<file path="src/design/sff_queue.sv">
// ----------------------------------------------------------------------------
// sff_queue: small register-based first-in first-out queue
// Head word is shown combinationally; push and pop may happen together.
// ----------------------------------------------------------------------------
module sff_queue #(
    parameter int DEPTH = 4,
    parameter int WIDTH = 8
) (
    input  logic                         clk,
    input  logic                         rst_n,
    input  logic                         push,
    input  logic [WIDTH-1:0]             din,
    input  logic                         pop,
    output logic [WIDTH-1:0]             dout,
    output logic [$clog2(DEPTH+1)-1:0]   count
);

    localparam int PW = $clog2(DEPTH);
    localparam int CW = $clog2(DEPTH+1);

    logic [WIDTH-1:0] slot_reg [DEPTH];
    logic [PW-1:0]    head_reg, head_next;
    logic [PW-1:0]    tail_reg, tail_next;
    logic [CW-1:0]    count_reg, count_next;

    function automatic logic [PW-1:0] step(input logic [PW-1:0] p);
        step = (p == PW'(DEPTH-1)) ? '0 : p + PW'(1);
    endfunction

    always_comb
    begin
        head_next  = pop  ? step(head_reg) : head_reg;
        tail_next  = push ? step(tail_reg) : tail_reg;
        count_next = count_reg;
        case ({push, pop})
            2'b10:   count_next = count_reg + CW'(1);
            2'b01:   count_next = count_reg - CW'(1);
            default: count_next = count_reg;
        endcase
    end

    always_ff @(posedge clk or negedge rst_n)
    begin
        if (!rst_n)
        begin
            head_reg  <= '0;
            tail_reg  <= '0;
            count_reg <= '0;
        end
        else
        begin
            head_reg  <= head_next;
            tail_reg  <= tail_next;
            count_reg <= count_next;
        end
    end

    always_ff @(posedge clk)
    begin
        if (push)
        begin
            slot_reg[tail_reg] <= din;
        end
    end

    assign dout  = slot_reg[head_reg];
    assign count = count_reg;

endmodule

</file>
<file path="config.mk">
export PLATFORM = sky130hd
export DESIGN_NAME = sff_queue
export DESIGN_NICKNAME = d
export VERILOG_FILES = /design/src/design/sff_queue.sv
export SDC_FILE = /design/constraint.sdc
export NUM_CORES = 1
export LEC_CHECK = 0
export BUFFER_PORTS_ARGS = -buffer_cell sky130_fd_sc_hd__clkbuf_2
export CAP_MARGIN = 20
export CORE_MARGIN = 2
export CORE_UTILIZATION = 35
export CTS_CLUSTER_DIAMETER = 30
export DETAILED_ROUTE_END_ITERATION = 16
export GPL_ROUTABILITY_DRIVEN = 0
export PLACE_DENSITY = 0.59
export SYNTH_ARGS = -nofsm -noshare
export SYNTH_HDL_FRONTEND = slang
export SYNTH_SLANG_ARGS = --single-unit
</file>
<file path="constraint.sdc">
create_clock -name clk -period 1.7 [get_ports clk]
set_clock_uncertainty 0.15 [all_clocks]
set_input_delay 0.34 -clock clk [delete_from_list [all_inputs] [get_ports clk]]
set_output_delay 0.34 -clock clk [all_outputs]
set_load 0.02 [all_outputs]
</file>
# Yosys cells after proc, flatten, opt, wreduce, memory -nomap -nowiden
# Memory sizes are Yosys's and may differ from the RTL's.
# Cells that the tools add are included.
dict set report totals {
  mem_bits_rw 32
  reg_bits 7
  elab_cells 18
  memories 1
  in_bits 12
  output_inout_bits 11
}
# name words word_bits read_ports rd_ports_with_merged_regs wr line
set mem_list {}
lappend mem_list {slot_reg 4 8 1 0 1 21} ;# logic [WIDTH-1:0] slot_reg [DEPTH];
dict set report op_classes {
  n_addsub 4
  n_reduce_logical 1
  eq_ne 4
  muxes 5
}
# operator n
set ops {}
lappend ops {{2-bit == test, second input constant} 3}
lappend ops {{3-bit one-hot mux with 2 select lines} 1}
lappend ops {{2-bit by 1-bit adder with 2-bit output, second input constant} 2}
lappend ops {{2-bit 2-to-1 mux} 2}
lappend ops {{3-bit by 1-bit adder with 3-bit output, second input constant} 1}
lappend ops {{3-bit by 1-bit subtractor with 3-bit output, second input constant} 1}
lappend ops {{2-bit by 1-bit == test with 1-bit output, second input constant} 1}
lappend ops {{1-bit 2-to-1 mux} 2}
lappend ops {{2-bit nonzero test} 1}

# Longest topological paths before layout
dict set report logic_depth {
  word_depth 2
  mapped_depth 7
  depth_no_buf 7
}

# Worst setup path before layout
# Ideal clock, no wire load.
dict set report synth_timing {
  path_kind {input to register}
  startpoint {input push}
  endpoint {register count_reg[2], in the netlist count[2]}
  arrival_ns 1.365
  path_stages 7
  slack_ns 0.105
  t_required_ns 1.471
  cell_sequence {inv_1 > ha_1 > inv_1 > fa_1 > xor2_1 > nor2_1 > xor2_1}
}
dict set report synth_via {
  elab_chain_cells 2
  elab_cells_between_ends 4
  cone_classes {2 x eq/ne; 1 x mux; 1 x reduce/logical}
}
# item line
set synth_rtl {}
lappend synth_rtl {{start, declared} 11} ;# input logic push,
lappend synth_rtl {{2-bit by 1-bit == test with 1-bit output / 2-bit == test (equally long branches)} 35} ;# case ({push, pop})
lappend synth_rtl {{3-bit one-hot mux with 2 select lines / 2-bit nonzero test (equally long branches)} --}
lappend synth_rtl {{end signal, assigned} 54} ;# count_reg <= count_next;
lappend synth_rtl {{end, declared} 24} ;# logic [CW-1:0] count_reg, count_next;
# Parallel ways exist; a longest one is shown, timed or not.
# A chain may end at the register's enable or synchronous reset.

# Worst setup path after layout
dict set report layout_timing {
  startpoint {register head_reg[0]}
  endpoint {output dout[4]}
}
dict set report layout_via {
  elab_chain_cells 1
}
# item line
set layout_rtl {}
lappend layout_rtl {{start, declared} 22} ;# logic [PW-1:0] head_reg, head_next;
lappend layout_rtl {{start signal, assigned} 52} ;# head_reg <= head_next;
lappend layout_rtl {{memory read 4 x 8 bit} --}
lappend layout_rtl {{end, declared} 14} ;# output logic [WIDTH-1:0] dout,
# No other way between the ends.

==> results.md <==
- The die covers 5008 µm².
- STA classifies the critical path startpoint as a flop.
- The number of endpoints failing setup at the final stage is 8.
- The maximum number of buffers from clock root to sink is 2.
- The final count of hold timing violations is 0.
- The detail-routed via count per cell is 4.675.
- The fraction of final layout cells sized beyond drive strength 1 is 40.17%.
- The global-route layer with the greatest usage is met2.
- At the placement stage, the worst setup path has a slack of -69.17 ps.
- The most frequent standard cell in the layout excluding fill and tap cells is sky130_fd_sc_hd__edfxtp_1.
- The number of antenna violations at the first check in global routing was 0.
- Setup total negative slack on the finished layout was measured at -2244 ps.
- The cell count after synthesis came out at 79.
- The flow ran to the end, but the final reports show violations.
- In the routed design, unresolved DRC markers number 0.
- In this run the count of I/O pins placed on the die edge is 23.
- The largest incremental delay on the critical path is 520 ps.
- The number of global-route vias before repair was 823.
- The total wire length is 2451 µm.
- The met1 layer usage reported by global route is 11.26%.
- After synthesis the netlist holds a flip-flop and latch count of 39.
- 0 antenna diodes ended up in the layout.
- The number of buffers created by CTS is 5.
- The minimum clock period after layout is 1996 ps.
- The first-pass GRT wire length is 3864 µm.
- The tightest hold margin is 120.4 ps.
- The vertical die dimension is 70.77 µm.
- Data on the critical path is required at its endpoint by 1210 ps.
- On the critical path, the stage with the largest delay is an instance of sky130_fd_sc_hd__mux4_2.
- For this run the aggregate overflow at the end of global routing stands at 0.
- The critical path is of the reg -> out type.
- Setup repair after global routing could not meet its margin everywhere.
- Traced cell by cell, the critical path runs through buf_12, mux4_2, buf_6.
- The HPWL after detailed placement is 1699 µm.
- Dividing the detail-routed wire length by the instance count gives 14.50 µm.
- Relative to the synthesized area, the layout overhead comes to 23.98%.
- The count of cell types in the netlist is 16.
- The number of flip-flops in the largest register is 32.
- The part of the Yosys area used for sequential elements is 72.81%.
- The mapped netlist covers 1560 µm².
- For this design the static power due to leakage is 0.7526 nW.
- The library cells used most frequently in the layout, excluding fill and tap cells, are sky130_fd_sc_hd__edfxtp_1, sky130_fd_sc_hd__clkbuf_2, sky130_fd_sc_hd__mux4_2, sky130_fd_sc_hd__buf_4.
- The number of warnings reported in the yosys synthesis log is 0.
- Clock-pin slew was measured on the worst setup and hold paths at 70 ps.
- A synthesized cell averages 19.75 µm².
- Global routing consumed, on the met3 layer, 4.701% of the routing resources.
- STA classifies the critical path endpoint as an output port.
- The post-route antenna net violation count is 0.
- The layout net count is 135.
- The maximum clock frequency is 500.9 MHz.
- Across all layers, the routed design uses 790 vias.
- The actual transition at the worst max-transition pin is 426.0 ps.
- The placeable core area is 4324 µm².
- The final reports fail on setup timing.
- The max-slew headroom at the worst pin is 71.60%.
- The die span in x is 70.77 µm.
- The min-delay analysis places its worst path in the category in -> reg.
- The share of the core filled with cells is 44.73%.
- For the worst setup path, the data arrival time is 1510 ps.
- The maximum ir drop on the vdd rail is 0.0005525 V.
- The largest net degree at the start of global routing is 12.
- The met2 track demand over resource in global routing is 18.90%.
- In the post-route analysis, the smallest setup slack over all paths is -296.4 ps.
- The largest fanout of any net on the critical path is 7.
- The first routing iteration left 45 violations.
- The number of standard-cell rows in the floorplan is 24.
- The final number of max-transition violations is 0.
- The number of nets produced by synthesis is 98.
- For this design the ratio of total power to cell area is 1644 nW/µm².
- The H-tree was split into 2 levels.
- Across the run, the number of max-cap violations was 0.
- The clock insertion delay at the later pin of the skew report is 280 ps.
- The cell sitting at the root of the clock tree is a sky130_fd_sc_hd__clkbuf_8.
- CTS saw 39 sinks.
- The count of buffers from port buffering is 22.
- The pre-antenna-repair detailed-routing pass consisted of 4 iterations.
- The CTS tree is done.
- The finished layout holds 169 standard cells, fillers aside.
- Global routing used 10.76% of the available tracks.
- In the finished design, the share of the clock period the worst path needs comes to 117.4%.
- Once the floorplan was initialized, standard cells occupied 36.08% of the core.
- Counting tap cells, the placed design contains a total of 160 instances.
[synth_stat cells]
library cell | count | area share, %
sky130_fd_sc_hd__and2_1 | 4 | 1.6
sky130_fd_sc_hd__buf_2 | 1 | 0.32
sky130_fd_sc_hd__buf_6 | 1 | 0.72
sky130_fd_sc_hd__dfrtp_1 | 7 | 11
sky130_fd_sc_hd__edfxtp_1 | 32 | 62
sky130_fd_sc_hd__fa_1 | 1 | 1.3
sky130_fd_sc_hd__ha_1 | 6 | 4.8
sky130_fd_sc_hd__inv_1 | 6 | 1.4
sky130_fd_sc_hd__mux2_2 | 2 | 1.4
sky130_fd_sc_hd__mux4_2 | 8 | 12
sky130_fd_sc_hd__nand2_1 | 2 | 0.48
sky130_fd_sc_hd__nor2_1 | 2 | 0.48
sky130_fd_sc_hd__o21ai_0 | 3 | 0.96
sky130_fd_sc_hd__or3_1 | 1 | 0.40
sky130_fd_sc_hd__xnor2_1 | 1 | 0.56
sky130_fd_sc_hd__xor2_1 | 2 | 1.1
[final timing paths]
| path | start | end | slack [ps] | cells after the start |
|---|---|---|---|---|
| setup / recovery | head_reg[0] | dout[4] | -300 | 3 |
| hold / removal | din[1] | slot_reg[2][1] | 120 | 1 |
| setup reg to reg | count[1] | count[2] | 170 | 5 |
| hold reg to reg | count[2] | count[2] | 340 | 1 |
| max in group asynchronous | rst_n | tail_reg[0] | 950 | 2 |
| min in group asynchronous | rst_n | count[2] | 280 | 2 |
[cell families after synthesis]
| group | share of synthesized area, % |
|---|---|
| mux | 12.99 |
| simple gates | 2.967 |
| compound gates | 0.9620 |
| xor+xnor | 1.684 |
| flops | 72.81 |
| buf+inv | 2.486 |
| fa+ha+maj | 6.095 |
[layout make-up]
class,count,area [µm²]
fill,400,2390
sequential,39,1136
multi-input combinational,32,385.4
timing repair buffer,32,244.0
clock buffer,7,76.32
tap,52,65.06
inverter,6,22.52
clock inverter,1,5.005
[through the flow]
| step | power [W] | area (µm²) |
|---|---|---|
| floorplan | 0.002115 | 1560 |
| global placement | 0.002472 | 1799 |
| detailed placement | 0.002509 | 1799 |
| CTS | 0.003098 | 1891 |
| global route | 0.003391 | 1934 |
| finish | 0.003180 | 1934 |
[worst max-delay path: cells and delay by family (launching register included)]
kind / cells / cell delay [ps]
multiplexers: 1 / 520
flip-flops: 1 / 400
buffers and inverters: 2 / 300
[report_power, final]
part / internal, W / total, W / switching [W]
logic: 0.000638 / 0.00121 / 0.000576
registers: 0.00126 / 0.00139 / 0.000133
clock network: 0.000287 / 0.000578 / 0.000291
total: 0.00218 / 0.00318 / 0.00100
[what timing repair did]
action / CTS / global route
pin swaps: 0 / 0
hold buffers: 1 / 0
gates resized for setup: 0 / 22
setup buffers: 0 / 0
endpoints found under the setup margin: 8 / 8
hold endpoints to repair: 7 / 0
[per-layer routing]
metal / up-vias / routed length, µm / share of wire [%]
li1: 369 / - / -
met1: 392 / 973 / 40
met2: 24 / 1301 / 53
met3: 5 / 143 / 5.8
met4: 0 / 33 / 1.3
met5: - / 0 / 0
No activity file was read; power rests on OpenSTA's default activity.
