$ cat src/design/sff_pkg.sv
// ----------------------------------------------------------------------------
// sff_pkg: shared types and constants of the stereo frame FIFO
// Holds the command word passed from front to back and the constants of the
// divide-by-100 volume scaling pipeline.
// ----------------------------------------------------------------------------
package sff_pkg;

    // Command word produced by the front end for every taken item
    typedef struct packed {
        logic accepted;  // push stored, or pop found a frame
        logic underrun;  // pop found the ring empty
        logic scale;     // word carries a frame that must be volume scaled
    } sff_cmd_t;

    localparam int CMD_W = $bits(sff_cmd_t);

    // floor(2^32 / 100): quotient estimate is exact or one short
    localparam logic [25:0] RECIP_100   = 26'd42949672;
    localparam int          RECIP_SHIFT = 32;

    // (x * 5243) >> 19 == x / 100 for every x below 43690
    localparam logic [12:0] DIV100_MUL   = 13'd5243;
    localparam int          DIV100_SHIFT = 19;

    // Register stages of one scaling lane
    localparam int LANE_STAGES = 6;

endpackage

$ cat src/design/sff_queue.sv
// ----------------------------------------------------------------------------
// sff_queue: small register-based first-in first-out queue
// Head word is shown combinationally; push and pop may happen together.
// ----------------------------------------------------------------------------
module sff_queue #(
    parameter int DEPTH = 4,
    parameter int WIDTH = 8
) (
    input  logic                         clk,
    input  logic                         rst_n,
    input  logic                         push,
    input  logic [WIDTH-1:0]             din,
    input  logic                         pop,
    output logic [WIDTH-1:0]             dout,
    output logic [$clog2(DEPTH+1)-1:0]   count
);

    localparam int PW = $clog2(DEPTH);
    localparam int CW = $clog2(DEPTH+1);

    logic [WIDTH-1:0] slot_reg [DEPTH];
    logic [PW-1:0]    head_reg, head_next;
    logic [PW-1:0]    tail_reg, tail_next;
    logic [CW-1:0]    count_reg, count_next;

    function automatic logic [PW-1:0] step(input logic [PW-1:0] p);
        step = (p == PW'(DEPTH-1)) ? '0 : p + PW'(1);
    endfunction

    always_comb
    begin
        head_next  = pop  ? step(head_reg) : head_reg;
        tail_next  = push ? step(tail_reg) : tail_reg;
        count_next = count_reg;
        case ({push, pop})
            2'b10:   count_next = count_reg + CW'(1);
            2'b01:   count_next = count_reg - CW'(1);
            default: count_next = count_reg;
        endcase
    end

    always_ff @(posedge clk or negedge rst_n)
    begin
        if (!rst_n)
        begin
            head_reg  <= '0;
            tail_reg  <= '0;
            count_reg <= '0;
        end
        else
        begin
            head_reg  <= head_next;
            tail_reg  <= tail_next;
            count_reg <= count_next;
        end
    end

    always_ff @(posedge clk)
    begin
        if (push)
        begin
            slot_reg[tail_reg] <= din;
        end
    end

    assign dout  = slot_reg[head_reg];
    assign count = count_reg;

endmodule

$ cat src/design/sff_scale.sv
// ----------------------------------------------------------------------------
// sff_scale: one volume scaling lane
// Computes sample * volume / 100 truncated toward zero and saturated, in a
// free-running six-stage pipeline on sign and magnitude.
// ----------------------------------------------------------------------------
module sff_scale
    import sff_pkg::*;
#(
    parameter int SAMPLE_BITS = 24
) (
    input  logic                          clk,
    input  logic signed [SAMPLE_BITS-1:0] sample_in,
    input  logic [6:0]                    volume,
    output logic signed [SAMPLE_BITS-1:0] sample_out
);

    localparam int SB     = SAMPLE_BITS;
    localparam int PROD_W = SB + 26;
    localparam int QW     = SB - 6;
    localparam int TW     = QW + 7;
    localparam int MW     = SB + 2;

    localparam logic [SB-1:0] HUNDRED   = SB'(100);
    localparam logic [MW-1:0] POS_LIMIT = MW'((64'd1 << (SB-1)) - 64'd1);
    localparam logic [MW-1:0] NEG_LIMIT = MW'(64'd1 << (SB-1));
    localparam logic [SB-1:0] NEG_MIN   = {1'b1, {(SB-1){1'b0}}};

    // stage 1: sign and magnitude
    logic          neg1_reg;
    logic [SB-1:0] mag1_reg;
    logic [6:0]    vol1_reg;
    // stage 2: reciprocal product
    logic              neg2_reg;
    logic [SB-1:0]     mag2_reg;
    logic [6:0]        vol2_reg;
    logic [PROD_W-1:0] prod2_reg;
    // stage 3: magnitude split into quotient and remainder by 100
    logic          neg3_reg;
    logic [QW-1:0] q3_reg;
    logic [6:0]    r3_reg;
    logic [6:0]    vol3_reg;
    // stage 4: partial products with volume
    logic          neg4_reg;
    logic [TW-1:0] t4_reg;
    logic [13:0]   u4_reg;
    // stage 5: scaled magnitude
    logic          neg5_reg;
    logic [MW-1:0] mag5_reg;
    // stage 6: signed, saturated result
    logic [SB-1:0] res6_reg;

    logic [QW-1:0] q0;
    logic [SB-1:0] r0;
    logic          fix;
    logic [26:0]   uprod;
    logic [7:0]    uq;
    logic [SB-1:0] res_next;

    always_comb
    begin
        q0    = prod2_reg[PROD_W-1:RECIP_SHIFT];
        r0    = mag2_reg - SB'(q0) * HUNDRED;
        fix   = (r0 >= HUNDRED);
        uprod = 27'(u4_reg) * 27'(DIV100_MUL);
        uq    = uprod[DIV100_SHIFT+7:DIV100_SHIFT];
        if (!neg5_reg)
        begin
            res_next = (mag5_reg > POS_LIMIT) ? POS_LIMIT[SB-1:0] : mag5_reg[SB-1:0];
        end
        else
        begin
            res_next = (mag5_reg > NEG_LIMIT) ? NEG_MIN : (~mag5_reg[SB-1:0] + SB'(1));
        end
    end

    always_ff @(posedge clk)
    begin
        neg1_reg  <= sample_in[SB-1];
        mag1_reg  <= sample_in[SB-1] ? (~$unsigned(sample_in) + SB'(1)) : $unsigned(sample_in);
        vol1_reg  <= volume;

        neg2_reg  <= neg1_reg;
        mag2_reg  <= mag1_reg;
        vol2_reg  <= vol1_reg;
        prod2_reg <= PROD_W'(mag1_reg) * PROD_W'(RECIP_100);

        neg3_reg  <= neg2_reg;
        q3_reg    <= fix ? q0 + QW'(1) : q0;
        r3_reg    <= fix ? 7'(r0 - HUNDRED) : 7'(r0);
        vol3_reg  <= vol2_reg;

        neg4_reg  <= neg3_reg;
        t4_reg    <= TW'(q3_reg) * TW'(vol3_reg);
        u4_reg    <= 14'(r3_reg) * 14'(vol3_reg);

        neg5_reg  <= neg4_reg;
        mag5_reg  <= MW'(t4_reg) + MW'(uq);

        res6_reg  <= res_next;
    end

    assign sample_out = $signed(res6_reg);

endmodule

$ cat src/design/sff_back.sv
// ----------------------------------------------------------------------------
// sff_back: execution side of the stereo frame FIFO
// Drains the command queue through two scaling lanes and collects result
// words in an output queue; admits a command only when it has room.
// ----------------------------------------------------------------------------
module sff_back
    import sff_pkg::*;
#(
    parameter int SAMPLE_BITS = 24,
    parameter int MID_DEPTH   = 4,
    parameter int OUT_DEPTH   = 8
) (
    input  logic                                clk,
    input  logic                                rst_n,
    input  logic [6:0]                          volume,
    input  logic [$clog2(MID_DEPTH+1)-1:0]      mid_count,
    input  logic [CMD_W+2*SAMPLE_BITS-1:0]      mid_data,
    output logic                                mid_pop,
    output logic                                empty,
    input  logic                                pop,
    output logic                                accepted,
    output logic                                underrun,
    output logic signed [SAMPLE_BITS-1:0]       left_out,
    output logic signed [SAMPLE_BITS-1:0]       right_out
);

    localparam int SB  = SAMPLE_BITS;
    localparam int OCW = $clog2(OUT_DEPTH+1);
    localparam int IFW = $clog2(LANE_STAGES+1);
    localparam int OW  = CMD_W + 2*SB;

    logic [LANE_STAGES-1:0] vld_reg;
    sff_cmd_t               cmd_pipe_reg [LANE_STAGES];
    sff_cmd_t               mid_cmd, out_cmd, res_cmd;
    logic signed [SB-1:0]   mid_left, mid_right;
    logic signed [SB-1:0]   lane_left, lane_right;
    logic [IFW-1:0]         inflight;
    logic [OCW-1:0]         out_count;
    logic [OW-1:0]          out_din, out_dout;
    logic                   out_pop;

    assign {mid_cmd, mid_left, mid_right} = mid_data;

    // Admit a command only if its result is sure to find a slot
    assign inflight = IFW'($countones(vld_reg));
    assign mid_pop  = (mid_count != '0) &&
                      (((OCW+1)'(out_count) + (OCW+1)'(inflight)) < (OCW+1)'(OUT_DEPTH));

    always_ff @(posedge clk or negedge rst_n)
    begin
        if (!rst_n)
        begin
            vld_reg <= '0;
        end
        else
        begin
            vld_reg <= {vld_reg[LANE_STAGES-2:0], mid_pop};
        end
    end

    always_ff @(posedge clk)
    begin
        cmd_pipe_reg[0] <= mid_cmd;
        for (int i = 1; i < LANE_STAGES; i++)
        begin
            cmd_pipe_reg[i] <= cmd_pipe_reg[i-1];
        end
    end

    sff_scale #(.SAMPLE_BITS(SB)) u_scale_left (
        .clk        (clk),
        .sample_in  (mid_left),
        .volume     (volume),
        .sample_out (lane_left)
    );

    sff_scale #(.SAMPLE_BITS(SB)) u_scale_right (
        .clk        (clk),
        .sample_in  (mid_right),
        .volume     (volume),
        .sample_out (lane_right)
    );

    // Drop lane data for words that carry no frame
    assign out_cmd = cmd_pipe_reg[LANE_STAGES-1];
    assign out_din = {out_cmd,
                      out_cmd.scale ? lane_left  : SB'(0),
                      out_cmd.scale ? lane_right : SB'(0)};

    sff_queue #(.DEPTH(OUT_DEPTH), .WIDTH(OW)) u_out_queue (
        .clk   (clk),
        .rst_n (rst_n),
        .push  (vld_reg[LANE_STAGES-1]),
        .din   (out_din),
        .pop   (out_pop),
        .dout  (out_dout),
        .count (out_count)
    );

    assign empty   = (out_count == '0);
    assign out_pop = pop && !empty;

    assign {res_cmd, left_out, right_out} = out_dout;
    assign accepted = res_cmd.accepted;
    assign underrun = res_cmd.underrun;

endmodule

$ cat config.mk
export PLATFORM = sky130hd
export DESIGN_NAME = sff_back
export DESIGN_NICKNAME = d
export VERILOG_FILES = /design/src/design/sff_pkg.sv /design/src/design/sff_queue.sv /design/src/design/sff_scale.sv /design/src/design/sff_back.sv
export SDC_FILE = /design/constraint.sdc
export NUM_CORES = 2
export LEC_CHECK = 0
export ABC_CLOCK_PERIOD_IN_PS = 7600
export BUFFER_PORTS_ARGS = -buffer_cell sky130_fd_sc_hd__buf_2
export CAP_MARGIN = 0
export CORE_ASPECT_RATIO = 2
export CORE_MARGIN = 3
export CORE_UTILIZATION = 35
export DETAILED_ROUTE_END_ITERATION = 12
export RECOVER_POWER = 25
export SLEW_MARGIN = 20
export SYNTH_ARGS = -nofsm -noshare
export SYNTH_HDL_FRONTEND = slang
export SYNTH_HIERARCHICAL = 1
export SYNTH_SLANG_ARGS = --single-unit
$ cat constraint.sdc
create_clock -name clk -period 7.6 [get_ports clk]
set_clock_uncertainty 0.1 [all_clocks]
set_input_delay 2.28 -clock clk [delete_from_list [all_inputs] [get_ports clk]]
set_output_delay 2.28 -clock clk [all_outputs]
set_load 0.005 [all_outputs]
# Word-level counts from Yosys, hierarchy flattened
# Memory sizes are Yosys's and may differ from the RTL's.
# Index checks and enable logic that the tools add are counted.
op_classes:
  addsub: 22
  eq_ne: 4
  multipliers: 10
  n_bitwise: 4
  n_mux: 19
  order_cmp: 7
  reduce_logical: 6
op_table:
  columns: ["op", "n"]
  rows:
  - ["two-way mux 24 bit", 8]
  - ["adder 24 x 1 -> 24 bit, second input constant", 4]
  - ["inverter 24 bit", 4]
  - ["multiplier 24 x 23 -> 47 bit, second input constant", 2]
  - ["multiplier 14 x 13 -> 27 bit, second input constant", 2]
  - ["adder 25 x 8 -> 26 bit", 2]
  - ["greater-than comparator 26 x 23 -> 1 bit, second input constant", 2]
  - ["greater-than comparator 26 x 24 -> 1 bit, second input constant", 2]
  - ["multiplier 18 x 7 -> 25 bit", 2]
  - ["greater-or-equal comparator 24 x 7 -> 1 bit, second input constant", 2]
  - ["subtractor 24 bit", 2]
  - ["two-way mux 23 bit", 2]
  - ["multiplier 18 x 5 -> 22 bit, second input constant", 2]
  - ["adder 18 x 1 -> 18 bit, second input constant", 2]
  - ["two-way mux 18 bit", 2]
  - ["multiplier 7 x 7 -> 14 bit", 2]
  - ["two-way mux 7 bit", 2]
  - ["subtractor 7 bit, second input constant", 2]
  - ["one-hot mux 4 bit (2 select lines)", 1]
  - ["adder 1 x 1 -> 2 bit", 3]
  - ["adder 3 x 1 -> 3 bit, second input constant", 2]
  - ["== test 3 bit, second input constant", 2]
  - ["two-way mux 3 bit", 2]
  - ["adder 4 x 3 -> 5 bit", 1]
  - ["13 further kinds", 15]
word_totals:
  out_inout_bits: 52
  memories: 2
  mem_bits_rw: 426
  ff_bits: 465
  elab_cells: 111
  input_bits: 64
mem_list:
  columns: ["name", "words", "width", "read_ports", "rd_clocked_by_memory_dff", "wr", "line_no", "source"]
  rows:
  - ["u_out_queue.slot_reg", 8, 51, 1, 0, 1, "sff_queue.sv:21", "logic [WIDTH-1:0] slot_reg [DEPTH];"]
  - ["cmd_pipe_reg", 6, 3, 6, 0, 6, "sff_back.sv:33", "sff_cmd_t cmd_pipe_reg [LANE_STAGES];"]

# Depth between registers and ports, before layout
logic_depth:
  ltp_word: 6
  mapped_depth: 32
  mapped_depth_nobuf: 32

# Hierarchy
# Netlist, hierarchy kept.
modules_own_cells:
  columns: ["module", "n_inst", "cells_each", "seq_area_each_um2", "area_per_inst_um2"]
  rows:
  - ["sff_scale at u_scale_left", 1, 2769, 4124.0, 26902.1]
  - ["sff_scale at u_scale_right", 1, 2777, 4124.0, 26860.8]
  - ["sff_queue", 1, 644, 12502.0, 15871.5]
  - ["sff_back", 1, 95, 510.5, 993.5]

# Worst setup path after synthesis
# No wires, ideal clock.
synth_path:
  kind: "reg-to-reg"
  from: "register u_scale_right.u4_reg[11]"
  to: "register u_scale_right.mag5_reg[20]"
  stages_incl_launch_ff: 30
  path_buffers: 0
  required_ns: 7.379
  arrival_time_ns: 6.500
  path_slack_ns: 0.879
  setup_time_ns: 0.121
  synth_period_minus_slack_ns: 6.721
  path_cell_list: "dfxtp_1 ha_1 fa_1 fa_1 fa_1 inv_1 fa_1 inv_1 ha_1 and4_1 a211oi_1 nand2_1 a31oi_1 o21ai_0 or2_2 a21o_1 a21oi_1 xnor2_1 ha_1 fa_1 a21oi_1 nor2_1 nor2_1 o21bai_1 a21oi_1 o21bai_1 a21oi_1 or3_1 nor2_1 xor2_1"
synth_between:
  elab_chain_cells: 2
synth_rtl:
  columns: ["element", "line_no", "source"]
  rows:
  - ["start, declared", "sff_scale.sv:45", "logic [13:0] u4_reg;"]
  - ["start signal, assigned", "sff_scale.sv:94", "u4_reg <= 14'(r3_reg) * 14'(vol3_reg);"]
  - ["multiplier 14 x 13 -> 27 bit", "sff_scale.sv:64", "uprod = 27'(u4_reg) * 27'(DIV100_MUL);"]
  - ["adder 25 x 8 -> 26 bit", "sff_scale.sv:97", "mag5_reg <= MW'(t4_reg) + MW'(uq);"]
  - ["end signal, assigned", "sff_scale.sv:97", null]
  - ["end, declared", "sff_scale.sv:48", "logic [MW-1:0] mag5_reg;"]
# No other way between the ends.
# A chain may end at the register's enable or synchronous reset.

# Worst setup path after layout
layout_path:
  from: "register u_scale_left.mag1_reg[14]"
  to: "register u_scale_left.prod2_reg[49]"
layout_between:
  elab_chain_cells: 1
layout_rtl:
  columns: ["element", "line_no", "source"]
  rows:
  - ["start, declared", "sff_scale.sv:30", "logic [SB-1:0] mag1_reg;"]
  - ["start signal, assigned", "sff_scale.sv:79", "mag1_reg <= sample_in[SB-1] ? (~$unsigned(sample_in) + SB'(1)) : $unsigned(sample_in);"]
  - ["multiplier 24 x 23 -> 47 bit", "sff_scale.sv:85", "prod2_reg <= PROD_W'(mag1_reg) * PROD_W'(RECIP_100);"]
  - ["end signal, assigned", "sff_scale.sv:85", null]
  - ["end, declared", "sff_scale.sv:36", "logic [PROD_W-1:0] prod2_reg;"]
# No other way between the ends.

==> impl_metrics.yaml <==
layout:
  area_delta_synth_final_pct: 9.90
  largest_reg_flops: 400
  fillerInstances: 19300
  seqCellArea_mm2: 0.0210
  fin_nets: 8337
  multiInputGateArea_mm2: 0.0442
  layout-drive-gt1-share_pct: 8.17
setup_path:
  r2r-end: "u_scale_left/prod2_reg[49]"
  cp.arrival_ns: 7.78
  start_kind: "flip-flop"
  critPathKind: "flip-flop to flip-flop"
  ff2ff_path_depth: 21
  cp-end-kind: "flip-flop"
  worstPathMaxFanout: 9
  reg2reg_setup_slack_ns: 0.29
  required_ns: 8.07
  r2r-start: "u_scale_left/mag1_reg[14]"
global_routing:
  overflow: 0
  grt_pass1_wl_mm: 262
  grt_use_total_pct: 16.0
  first_global_vias: 50300
  antenna_found_initial: 10
  grt_start_max_net_pins: 52
placement:
  dp_worst_setup_slack_ns: 0.187
  hpwl_mm: 130
  port_buffers: 115
  place_congestion: 0.916
sta:
  maxSlewViolCount: 49
  slew_headroom_pct: -44.5
  fmax_mhz: 137
  period_share_pct: 96.2
  holdWs_ns: 0.207
  fin_crit_ns: 7.31
  rsz0062_at_grt: "false"
  hold_viol: 0
  fin_setup_tns_ns: 0
  setup_viol: 0
  worst_slew_pin_slew_ns: 2.17
  fin_ws_ns: 0.288
clocking:
  clock_latency_ns: 0.69
  tritoncts: "yes"
  holdBufCountCts: 0
  cts.sink_count: 846
  htreeDepth: 3
  cts_root_buf: "clkbuf_16"
  cts_buffer_depth: 3
  clkTransAtPathRegs_ns: 0.06
  cts_buffers: 86
min_path:
  hold_end: "cmd_pipe_reg[3][1]"
  hold_start: "cmd_pipe_reg[2][1]"
  hp-class: "flip-flop to flip-flop"
  min_path_cells: 0
die:
  boundaryPins: 116
  die-area_mm2: 0.207
  die_w_um: 323
  start_util_pct: 35.2
  core_area_mm2: 0.200
  die_y_um: 640
  rows: 232
route:
  wl_mm: 161
  drt-initial-drc-count: 1785
  drt.antenna.violating_nets: 0
  vias: 44700
  wire_per_inst_um: 17.7
  drc: 0
  vias_per_cell: 4.91
  dr.pass1.iters: 10
logic_synthesis:
  netlist_area_mm2: 0.0703
  avgSynthCellArea_um2: 11.2
  synth.net_count: 8157
  postSynthCellCount: 6274
  yosys_warnings: 6
run_status:
  violations: "capacitance limit, slew limit"
  outcome: "finished with violations"
run:
  drv_cap: 1
placed cells by master (no fill, tap or decap), types with 67 or more instances in the layout:
cell          n
xnor2_1     217
inv_1      1252
a21o_1       73
ha_1       1061
clkbuf_16    87
buf_2       115
nor2_1      156
dfxtp_1     424
o21ai_0     145
mux4_2      100
xor2_1       70
nand2_1     401
fa_1        758
nand3_1      67
a21oi_1     167
edfxtp_1    400
and2_1      150
layout make-up:
| type | instances | area share (%) |
|---|---|---|
| Tap cell | 2574 | 4.17 |
| Sequential cell | 846 | 27.2 |
| Timing Repair Buffer | 190 | 1.36 |
| Clock inverter | 50 | 0.937 |
| Clock buffer | 109 | 3.05 |
| Inverter | 1252 | 6.10 |
| Multi-Input combinational cell | 4078 | 57.1 |
| Antenna cell | 6 | 0.0194 |
routing by layer:
metal  vias to the layer above  global-route usage, %  part of all wire, %
li1                      21200                      -                    -
met1                     22200                   16.1                   36
met2                       820                   32.0                   56
met3                       358                   1.62                  3.0
met4                         0                   7.53                  5.2
met5                         -                      0                    0
what timing repair did:
action                     in CTS  in global routing
setup endpoints to repair       0                 27
gates resized for setup         0                  9
setup buffers                   0                  0
worst max path at each step:
stage / startpoint / to / slack [ns] / cells past startpoint
2_1_floorplan: u_scale_right/u4_reg[11] / u_scale_right/mag5_reg[20] / 0.88 / 29
5_1_grt: u_scale_right/u4_reg[5] / u_scale_right/mag5_reg[23] / 0.002 / 30
3_5_place_dp: u_scale_right/u4_reg[10] / u_scale_right/mag5_reg[22] / 0.19 / 29
3_3_place_gp: u_scale_right/u4_reg[6] / u_scale_right/mag5_reg[22] / 0.08 / 31
4_1_cts: u_scale_right/u4_reg[10] / u_scale_right/mag5_reg[22] / 0.20 / 29
6_report: u_scale_left/mag1_reg[14] / u_scale_left/prod2_reg[49] / 0.29 / 21
worst max-delay path: stages (launching register included):
cell      delay (ns)
dfxtp_1         0.41
clkbuf_1        0.74
ha_1            0.47
fa_1            0.60
fa_1            0.44
fa_1            0.49
inv_1           0.06
fa_1            0.61
inv_1           0.08
fa_1            0.49
ha_1            0.31
ha_1            0.37
a21o_1          0.20
a21o_1          0.17
a21oi_1         0.19
o21ai_0         0.19
a221o_1         0.39
nor2_1          0.21
o211a_1         0.23
o31a_1          0.18
o21bai_1        0.09
xnor2_1         0.13
through the flow:
step	utilization [%]	cells	cell area (um2)
4_1_cts	38.7	9099	77400
3_5_place_dp	37.2	8940	74300
2_1_floorplan	-	6274	70300
6_report	38.7	9105	77300
3_3_place_gp	37.2	8940	74300
5_1_grt	38.7	9100	77300
Power is left out: the tool's default activity adds up to more than one toggle a clock period on the data nets, which glitch-free logic cannot reach.
